--- src/lag_pkg.sv ---
// ----------------------------------------------------------------------------
// Life automaton grid package
// Shared constants for the toroidal life grid: default size, field widths, request codes and rule counts.
// ----------------------------------------------------------------------------
package lag_pkg;

  // Default edge length of the square grid.
  localparam int unsigned GRID_SIZE_DEF = 32;

  // Field widths of the stream payloads.
  localparam int unsigned KIND_W  = 2;
  localparam int unsigned COORD_W = 5;

  // Request kinds.
  localparam logic [KIND_W-1:0] REQ_WRITE   = 2'd0;
  localparam logic [KIND_W-1:0] REQ_ADVANCE = 2'd1;
  localparam logic [KIND_W-1:0] REQ_READ    = 2'd2;

  // Neighbour counts of the B3/S23 rule.
  localparam logic [3:0] BIRTH_COUNT = 4'd3;
  localparam logic [3:0] KEEP_COUNT  = 4'd2;

endpackage

--- src/lag_row_cell.sv ---
// ----------------------------------------------------------------------------
// Life grid row cell
// Holds one grid row and passes it on to its neighbour while the ring turns.
// ----------------------------------------------------------------------------
module lag_row_cell #(
  parameter int unsigned Width = 32
) (
  input  logic             clk_i,
  input  logic             rst_ni,
  input  logic             shift_i,
  input  logic [Width-1:0] row_i,
  output logic [Width-1:0] row_o
);

  logic [Width-1:0] row_q;

  // The whole grid starts dead, so the stored row is cleared at reset.
  always_ff @(posedge clk_i or negedge rst_ni) begin
    if (!rst_ni) begin
      row_q <= '0;
    end else if (shift_i) begin
      row_q <= row_i;
    end
  end

  assign row_o = row_q;

endmodule

--- src/lag_rule_lane.sv ---
// ----------------------------------------------------------------------------
// Life rule lane
// Counts the eight neighbours of one cell and applies the B3/S23 rule.
// ----------------------------------------------------------------------------
module lag_rule_lane (
  input  logic [2:0] up_i,   // left, centre, right of the row above
  input  logic [2:0] mid_i,  // left, the cell itself, right
  input  logic [2:0] dn_i,   // left, centre, right of the row below
  output logic       alive_o
);

  import lag_pkg::*;

  logic [3:0] count;

  always_comb begin
    count = {3'b000, up_i[0]} + {3'b000, up_i[1]} + {3'b000, up_i[2]}
          + {3'b000, mid_i[0]} + {3'b000, mid_i[2]}
          + {3'b000, dn_i[0]} + {3'b000, dn_i[1]} + {3'b000, dn_i[2]};
  end

  assign alive_o = (count == BIRTH_COUNT) || (mid_i[1] && (count == KEEP_COUNT));

endmodule

--- src/life_automaton_grid_unit.sv ---
// ----------------------------------------------------------------------------
// Life automaton grid unit
// Toroidal B3/S23 life grid held in a ring of row cells, one row per cycle.
// ----------------------------------------------------------------------------
// Usage:
// Requests arrive on the s_axis channel. Each transfer carries a request
// kind (write a cell, advance one generation, read a cell), a row, a column
// and a cell value. Every request returns exactly one result transfer on the
// m_axis channel, echoing the kind and giving the cell value for reads.
// The grid rows sit in a ring of GridSize row cells. Every request turns the
// ring once, one row per cycle, and its result is presented when the turn
// ends; the single row rule unit at the head of the ring computes each row.
// A new request is taken only once the ring has come to rest, so the block
// does not take a new request before it is through with the last one.
// The result sits in an output register, so a new request may be taken while
// the previous result still waits. If the receiver stalls, the block finishes
// the turn and then holds until the output register is free.
// Reset clears every cell of the grid at once and empties the output register.
// Coordinates at or beyond GridSize are ignored by writes and read as zero.
// ----------------------------------------------------------------------------
module life_automaton_grid_unit #(
  parameter int unsigned GridSize = lag_pkg::GRID_SIZE_DEF
) (
  input  logic        clk_i,
  input  logic        rst_ni,
  input  logic        s_axis_tvalid,
  output logic        s_axis_tready,
  // tdata: [1:0] req_type, [6:2] cell_row, [11:7] cell_col, [12] cell_value
  input  logic [15:0] s_axis_tdata,
  output logic        m_axis_tvalid,
  input  logic        m_axis_tready,
  // tdata: [1:0] done_kind, [2] read_value
  output logic [7:0]  m_axis_tdata
);

  import lag_pkg::*;

  localparam int unsigned IW = $clog2(GridSize);
  localparam int unsigned CW = (IW > COORD_W) ? IW : COORD_W;

  typedef enum logic [2:0] {
    ST_IDLE = 3'b001,
    ST_RUN  = 3'b010,
    ST_HOLD = 3'b100
  } state_e;

  state_e state_q, state_d;

  logic [IW-1:0]      step_q, step_d;
  logic [KIND_W-1:0]  kind_q;
  logic [COORD_W-1:0] row_q;
  logic [COORD_W-1:0] col_q;
  logic               val_q;
  logic               rd_q, rd_d;
  logic               out_valid_q, out_valid_d;
  logic [KIND_W-1:0]  out_kind_q;
  logic               out_rd_q;

  logic [GridSize-1:0] prev_q;   // old value of the row processed last cycle
  logic [GridSize-1:0] first_q;  // old value of row zero, needed by the last row

  logic [GridSize-1:0] row_w [GridSize];
  logic [GridSize-1:0] up_row, cur_row, dn_row;
  logic [GridSize-1:0] life_row, new_row;

  logic          accept;
  logic          shift;
  logic          last_step;
  logic          hit;
  logic          slot_free;
  logic [CW-1:0] col_x;
  logic [IW-1:0] col_idx;

  assign accept    = s_axis_tvalid && s_axis_tready;
  assign shift     = (state_q == ST_RUN);
  assign last_step = (step_q == IW'(GridSize - 1));
  assign slot_free = !out_valid_q || m_axis_tready;

  // The addressed row passes the head of the ring when the step count
  // equals its index; out-of-grid coordinates never match.
  assign col_x   = CW'(col_q);
  assign col_idx = col_x[IW-1:0];
  assign hit     = (32'(row_q) == 32'(step_q)) && (32'(col_q) < 32'(GridSize));

  // Ring of row cells: each takes its upper neighbour's row, the tail takes
  // the freshly computed row.
  for (genvar k = 0; k < GridSize; k++) begin : g_ring
    logic [GridSize-1:0] feed;
    if (k == GridSize - 1) begin : g_tail
      assign feed = new_row;
    end else begin : g_body
      assign feed = row_w[k+1];
    end
    lag_row_cell #(
      .Width (GridSize)
    ) u_row_cell (
      .clk_i  (clk_i),
      .rst_ni (rst_ni),
      .shift_i(shift),
      .row_i  (feed),
      .row_o  (row_w[k])
    );
  end

  // At step t the head holds old row t and its successor old row t+1. The
  // row above is kept aside, since the tail already holds new values, and
  // the last row wraps round to the saved copy of old row zero.
  assign cur_row = row_w[0];
  assign up_row  = (step_q == '0) ? row_w[GridSize-1] : prev_q;
  assign dn_row  = last_step ? first_q : row_w[1];

  for (genvar c = 0; c < GridSize; c++) begin : g_lane
    localparam int unsigned Lf = (c + GridSize - 1) % GridSize;
    localparam int unsigned Rt = (c + 1) % GridSize;
    lag_rule_lane u_rule_lane (
      .up_i   ({up_row[Rt],  up_row[c],  up_row[Lf]}),
      .mid_i  ({cur_row[Rt], cur_row[c], cur_row[Lf]}),
      .dn_i   ({dn_row[Rt],  dn_row[c],  dn_row[Lf]}),
      .alive_o(life_row[c])
    );
  end

  always_comb begin
    new_row = cur_row;
    rd_d    = rd_q;
    case (kind_q)
      REQ_ADVANCE: begin
        new_row = life_row;
      end
      REQ_WRITE: begin
        if (hit) begin
          new_row[col_idx] = val_q;
        end
      end
      REQ_READ: begin
        if (hit) begin
          rd_d = cur_row[col_idx];
        end
      end
      default: begin
      end
    endcase
  end

  // Sequencer: one full turn of the ring per request.
  always_comb begin
    state_d     = state_q;
    step_d      = step_q;
    out_valid_d = out_valid_q && !m_axis_tready;
    unique case (state_q)
      ST_IDLE: begin
        if (accept) begin
          state_d = ST_RUN;
        end
      end
      ST_RUN: begin
        if (last_step) begin
          step_d = '0;
          if (slot_free) begin
            out_valid_d = 1'b1;
            state_d     = ST_IDLE;
          end else begin
            state_d = ST_HOLD;
          end
        end else begin
          step_d = step_q + IW'(1);
        end
      end
      ST_HOLD: begin
        if (slot_free) begin
          out_valid_d = 1'b1;
          state_d     = ST_IDLE;
        end
      end
      default: begin
        state_d = ST_IDLE;
      end
    endcase
  end

  always_ff @(posedge clk_i or negedge rst_ni) begin
    if (!rst_ni) begin
      state_q     <= ST_IDLE;
      step_q      <= '0;
      out_valid_q <= 1'b0;
    end else begin
      state_q     <= state_d;
      step_q      <= step_d;
      out_valid_q <= out_valid_d;
    end
  end

  always_ff @(posedge clk_i) begin
    if (accept) begin
      kind_q <= s_axis_tdata[1:0];
      row_q  <= s_axis_tdata[6:2];
      col_q  <= s_axis_tdata[11:7];
      val_q  <= s_axis_tdata[12];
      rd_q   <= 1'b0;
    end else if (shift) begin
      rd_q <= rd_d;
    end
    if (shift) begin
      prev_q <= cur_row;
      if (step_q == '0) begin
        first_q <= cur_row;
      end
    end
    if (!out_valid_d || (out_valid_q && !m_axis_tready)) begin
      // Output register holds its value while it waits or stays empty.
    end else begin
      out_kind_q <= kind_q;
      out_rd_q   <= (shift && last_step) ? rd_d : rd_q;
    end
  end

  assign s_axis_tready = (state_q == ST_IDLE);
  assign m_axis_tvalid = out_valid_q;
  assign m_axis_tdata  = {5'b00000, out_rd_q, out_kind_q};

  // No request is taken while the ring is turning or a finished turn waits for the output register.
  assert property (@(posedge clk_i) disable iff (!rst_ni)
    (state_q == ST_RUN || state_q == ST_HOLD) |-> !s_axis_tready)
    else $error("request taken while the ring is busy");

  // An accepted request always starts a turn of the ring.
  assert property (@(posedge clk_i) disable iff (!rst_ni)
    accept |=> (state_q == ST_RUN && step_q == '0))
    else $error("accepted request did not start a turn");

  // A result appears only at the end of a turn.
  assert property (@(posedge clk_i) disable iff (!rst_ni)
    $rose(m_axis_tvalid) |-> ($past(state_q) == ST_HOLD ||
                              ($past(state_q) == ST_RUN && $past(last_step))))
    else $error("result presented before the turn finished");

  // The step count rests at zero outside a turn.
  assert property (@(posedge clk_i) disable iff (!rst_ni)
    (state_q != ST_RUN) |-> (step_q == '0))
    else $error("step count not at rest outside a turn");

endmodule
--- config.mk ---
export PLATFORM = sky130hd
export DESIGN_NAME = life_automaton_grid_unit
export DESIGN_NICKNAME = d
export VERILOG_FILES = /design/src/lag_pkg.sv /design/src/lag_row_cell.sv /design/src/lag_rule_lane.sv /design/src/life_automaton_grid_unit.sv
export SDC_FILE = /design/constraint.sdc
export NUM_CORES = 2
export LEC_CHECK = 0
export BUFFER_PORTS_ARGS = -buffer_cell sky130_fd_sc_hd__buf_2
export CORE_ASPECT_RATIO = 0.5
export CORE_UTILIZATION = 40
export DETAILED_ROUTE_END_ITERATION = 7
export GPL_ROUTABILITY_DRIVEN = 0
export PLACE_DENSITY_LB_ADDON = 0.05
export SETUP_SLACK_MARGIN = 0.3
export SYNTH_ARGS = -nofsm -noshare
export SYNTH_HDL_FRONTEND = slang
export SYNTH_HIERARCHICAL = 1
export SYNTH_SLANG_ARGS = --single-unit
--- constraint.sdc ---
create_clock -name clk_i -period 10.6 [get_ports clk_i]
set_clock_uncertainty 0.1 [all_clocks]
set_input_delay 2.12 -clock clk_i [delete_from_list [all_inputs] [get_ports clk_i]]
set_output_delay 2.12 -clock clk_i [all_outputs]
set_load 0.01 [all_outputs]
==> impl_metrics.py <==
metrics = {
    "logic_synthesis": {
        "synth_compound_area_frac": 0.02498,
        "netlist_area_sq_um": 54340,
        "synthCells": 3355,
        "synth_top_family_by_area": "multiplexers",
        "synth_edf_count": 80,
        "synth_simple_gate_area_frac": 0.01812,
        "synthAdderAreaFrac": 0.06996,
        "synth-seq-cells": 1114,
        "avgSynthCellArea_sq_um": 16.20,
        "synth-async-reset-ratio": 0.9273,
        "synthMuxAreaShare": 0.2953,
        "synth_seq_area_share": 0.5203,
        "ys_types": 58,
        "ys.flop_type": "dfrtp_1",
        "synth_xor_xnor_area_share": 0.0009441,
        "yosysWarnings": 6,
    },
    "finish": {
        "final_area_sq_um": 58260,
        "final_nets": 3603,
        "drive_gt1_frac": 0.3950,
        "layout_common_cells": "1032 x dfrtp_1, 960 x mux2_4, 357 x inv_1",
        "layout_commonest_cell": "dfrtp_1",
        "layoutNonFillerInstCount": 5244,
        "syn_to_final_growth_pct": 7.224,
    },
    "clock_network": {
        "root_buffer": "clkbuf_16",
        "clock_sinks": 1114,
        "postCtsHoldBufs": 0,
        "h-tree-depth": 3,
        "clockBufferDepth": 3,
        "tritoncts": "yes",
        "clk_pin_slew_ns": 0.07,
        "cts_setup_buffers": 0,
        "numCtsBuffers": 108,
        "cts-resized-gates": 0,
        "clk_latency_ns": 0.72,
    },
    "worst_setup_path": {
        "slowest_delay_ns": 0.62,
        "critPathTopFamily": "adder cells",
        "critical_path_arrival_ns": 5.98,
        "startpoint_type": "register",
        "path_cells": "inv_1, ha_1, nor4b_4, buf_4, mux2_2, inv_1, fa_1, fa_1, fa_1, inv_1, ha_1, fa_1, o211a_1, a211oi_2, nand2_1, nor2_1, a21oi_1, o311ai_0, mux2_4",
        "required_ns": 11.16,
        "endpoint_kind": "register",
        "cp_common_cell": "fa_1",
        "critPathMaxFanout": 33,
        "path_buf_inv": 4,
        "crit_type": "register to register",
        "slowest_stage": "buf_4",
    },
    "timing": {
        "finalCritPeriodShare": 0.5114,
        "slew_headroom": 0.2460,
        "fmax_mhz": 184.5,
        "layout_min_cycle_time_ns": 5.421,
        "rsz0062_at_grt": "no",
        "hold_violations": 0,
        "drv_slew": 0,
        "tightest_slew_ns": 1.131,
        "setup_tns_ns": 0,
        "setup_ws_ns": 5.179,
        "setup_violations": 0,
    },
    "pwr": {
        "p_per_area_nw_per_um2": 195.8,
        "leakage_nw": 28.19,
        "peakVddDrop_mv": 0.1588,
    },
    "placement": {
        "dp_cells": 5040,
        "port_buffers": 21,
        "dpl_worst_slack_ns": 5.149,
        "place_area_sq_um": 54640,
        "hpwl_um": 55140,
    },
    "floorplan": {
        "die_w_um": 523.2,
        "core_sq_um": 134600,
        "ios": 30,
        "rows": 95,
        "die_h_um": 262.6,
        "start_util": 0.4038,
        "die_area_sq_um": 137400,
    },
    "run": {
        "cap_violations": 0,
    },
    "route": {
        "vias": 24650,
        "ant_nets": 0,
        "wl_per_cell_um": 17.75,
        "viasPerCell": 4.701,
        "drt-pass1-iter-count": 4,
        "totalWireLength_um": 93070,
        "first_iter_violations": 1194,
        "route.detailed.drc": 0,
    },
    "global_route": {
        "gr-total-overflow": 0,
        "grt_first_pass_wirelength_um": 156100,
        "antenna_found_initial": 3,
        "grt_use_total": 0.1407,
        "grt_start_max_net_pins": 147,
        "grt_pass1_vias": 26760,
    },
    "hold_path": {
        "hp-class": "register to register",
    },
    "status": {
        "outcome": "complete, no violations",
    },
}
==> stage by stage <==
| step | utilization | total power [mW] | hold slack, ns |
|---|---|---|---|
| 4_1_cts | 0.4330 | 11.63 | 0.3715 |
| 2_1_floorplan | - | 7.536 | 0.3643 |
| 3_5_place_dp | 0.4061 | 7.613 | 0.3899 |
| 5_1_grt | 0.4330 | 12.03 | 0.3788 |
| 6_report | 0.4330 | 11.40 | 0.3681 |
| 3_3_place_gp | 0.4061 | 7.568 | 0.3810 |
==> metal layers <==
| metal | vias up | track usage | share of wire |
|---|---|---|---|
| met5 | - | 0 | 0.00014 |
| met4 | 2 | 0.03582 | 0.020 |
| met3 | 133 | 0.02524 | 0.030 |
| met2 | 255 | 0.1812 | 0.38 |
| met1 | 12750 | 0.2348 | 0.57 |
| li1 | 11510 | - | - |
==> path summary, 6_finish.rpt <==
path | startpoint | endpoint | slack [ns] | depth (start not counted)
setup / recovery | step_q[0] | g_ring[31].u_row_cell/row_o[8] | 5.18 | 19
hold / removal | g_ring[29].u_row_cell/row_o[5] | g_ring[28].u_row_cell/row_o[5] | 0.37 | 1
setup reg to reg | step_q[0] | g_ring[31].u_row_cell/row_o[8] | 5.18 | 19
hold reg to reg | g_ring[29].u_row_cell/row_o[5] | g_ring[28].u_row_cell/row_o[5] | 0.37 | 1
max in group asynchronous | rst_ni | g_ring[23].u_row_cell/row_o[27] | 6.83 | 3
min in group asynchronous | rst_ni | g_ring[15].u_row_cell/row_o[6] | 1.31 | 1
==> state kept, by name (all words and copies together), names as in the netlist <==
signal / flops
col_idx: 5
first_q: 32
g_ring.u_row_cell/row_o: 1024
kind_q: 2
m_axis_tvalid: 1
out_kind_q: 2
out_rd_q: 1
prev_q: 32
rd_q: 1
row_q: 5
state_q: 3
step_q: 5
val_q: 1
==> power by group <==
group,internal [mW],total [mW],switching [mW]
clock,2.19,3.90,1.71
combinational,1.27,2.49,1.22
sequential,4.72,5.01,0.295
total,8.18,11.4,3.23
==> cells in the mapped netlist, drive strengths merged (5+ instances only) <==
cell type / n / area share
nand2: 32 / 0.0023
nor2b: 5 / 0.00058
o21ai: 47 / 0.0043
o22ai: 9 / 0.0010
o311ai: 16 / 0.0026
nand3: 21 / 0.0019
dfrtp: 1032 / 0.48
inv: 359 / 0.025
mux2: 1092 / 0.29
o211a: 14 / 0.0026
and2: 5 / 0.00058
clkbuf: 15 / 0.0010
fa: 128 / 0.047
a211oi: 17 / 0.0036
nand3b: 17 / 0.0024
nor2: 43 / 0.0030
xnor2: 5 / 0.00094
edfxtp: 80 / 0.044
ha: 99 / 0.023
mux2i: 10 / 0.0018
or3: 5 / 0.00058
or2: 32 / 0.0037
o221a: 10 / 0.0021
a21oi: 63 / 0.0058
o211ai: 16 / 0.0022
buf: 151 / 0.044
nand2b: 6 / 0.00069
==> kinds of logic after synthesis <==
group / after synthesis
compound gates: 196
xor+xnor: 5
fa+ha+maj: 227
buf+inv: 525
flops: 1114
mux: 1104
other cells: 1
simple gates: 183
==> layout make-up <==
type | count | area (sq um)
Clock buffer | 157 | 3169
Clock inverter | 45 | 447.9
Tap cell | 1794 | 2245
Antenna cell | 2 | 5.005
Inverter | 359 | 1355
Multi-Input combinational cell | 1720 | 22290
Sequential cell | 1114 | 28270
Timing Repair Buffer | 53 | 480.5
Fill cell | 12030 | 76290
(Power assumes the default switching activity.)
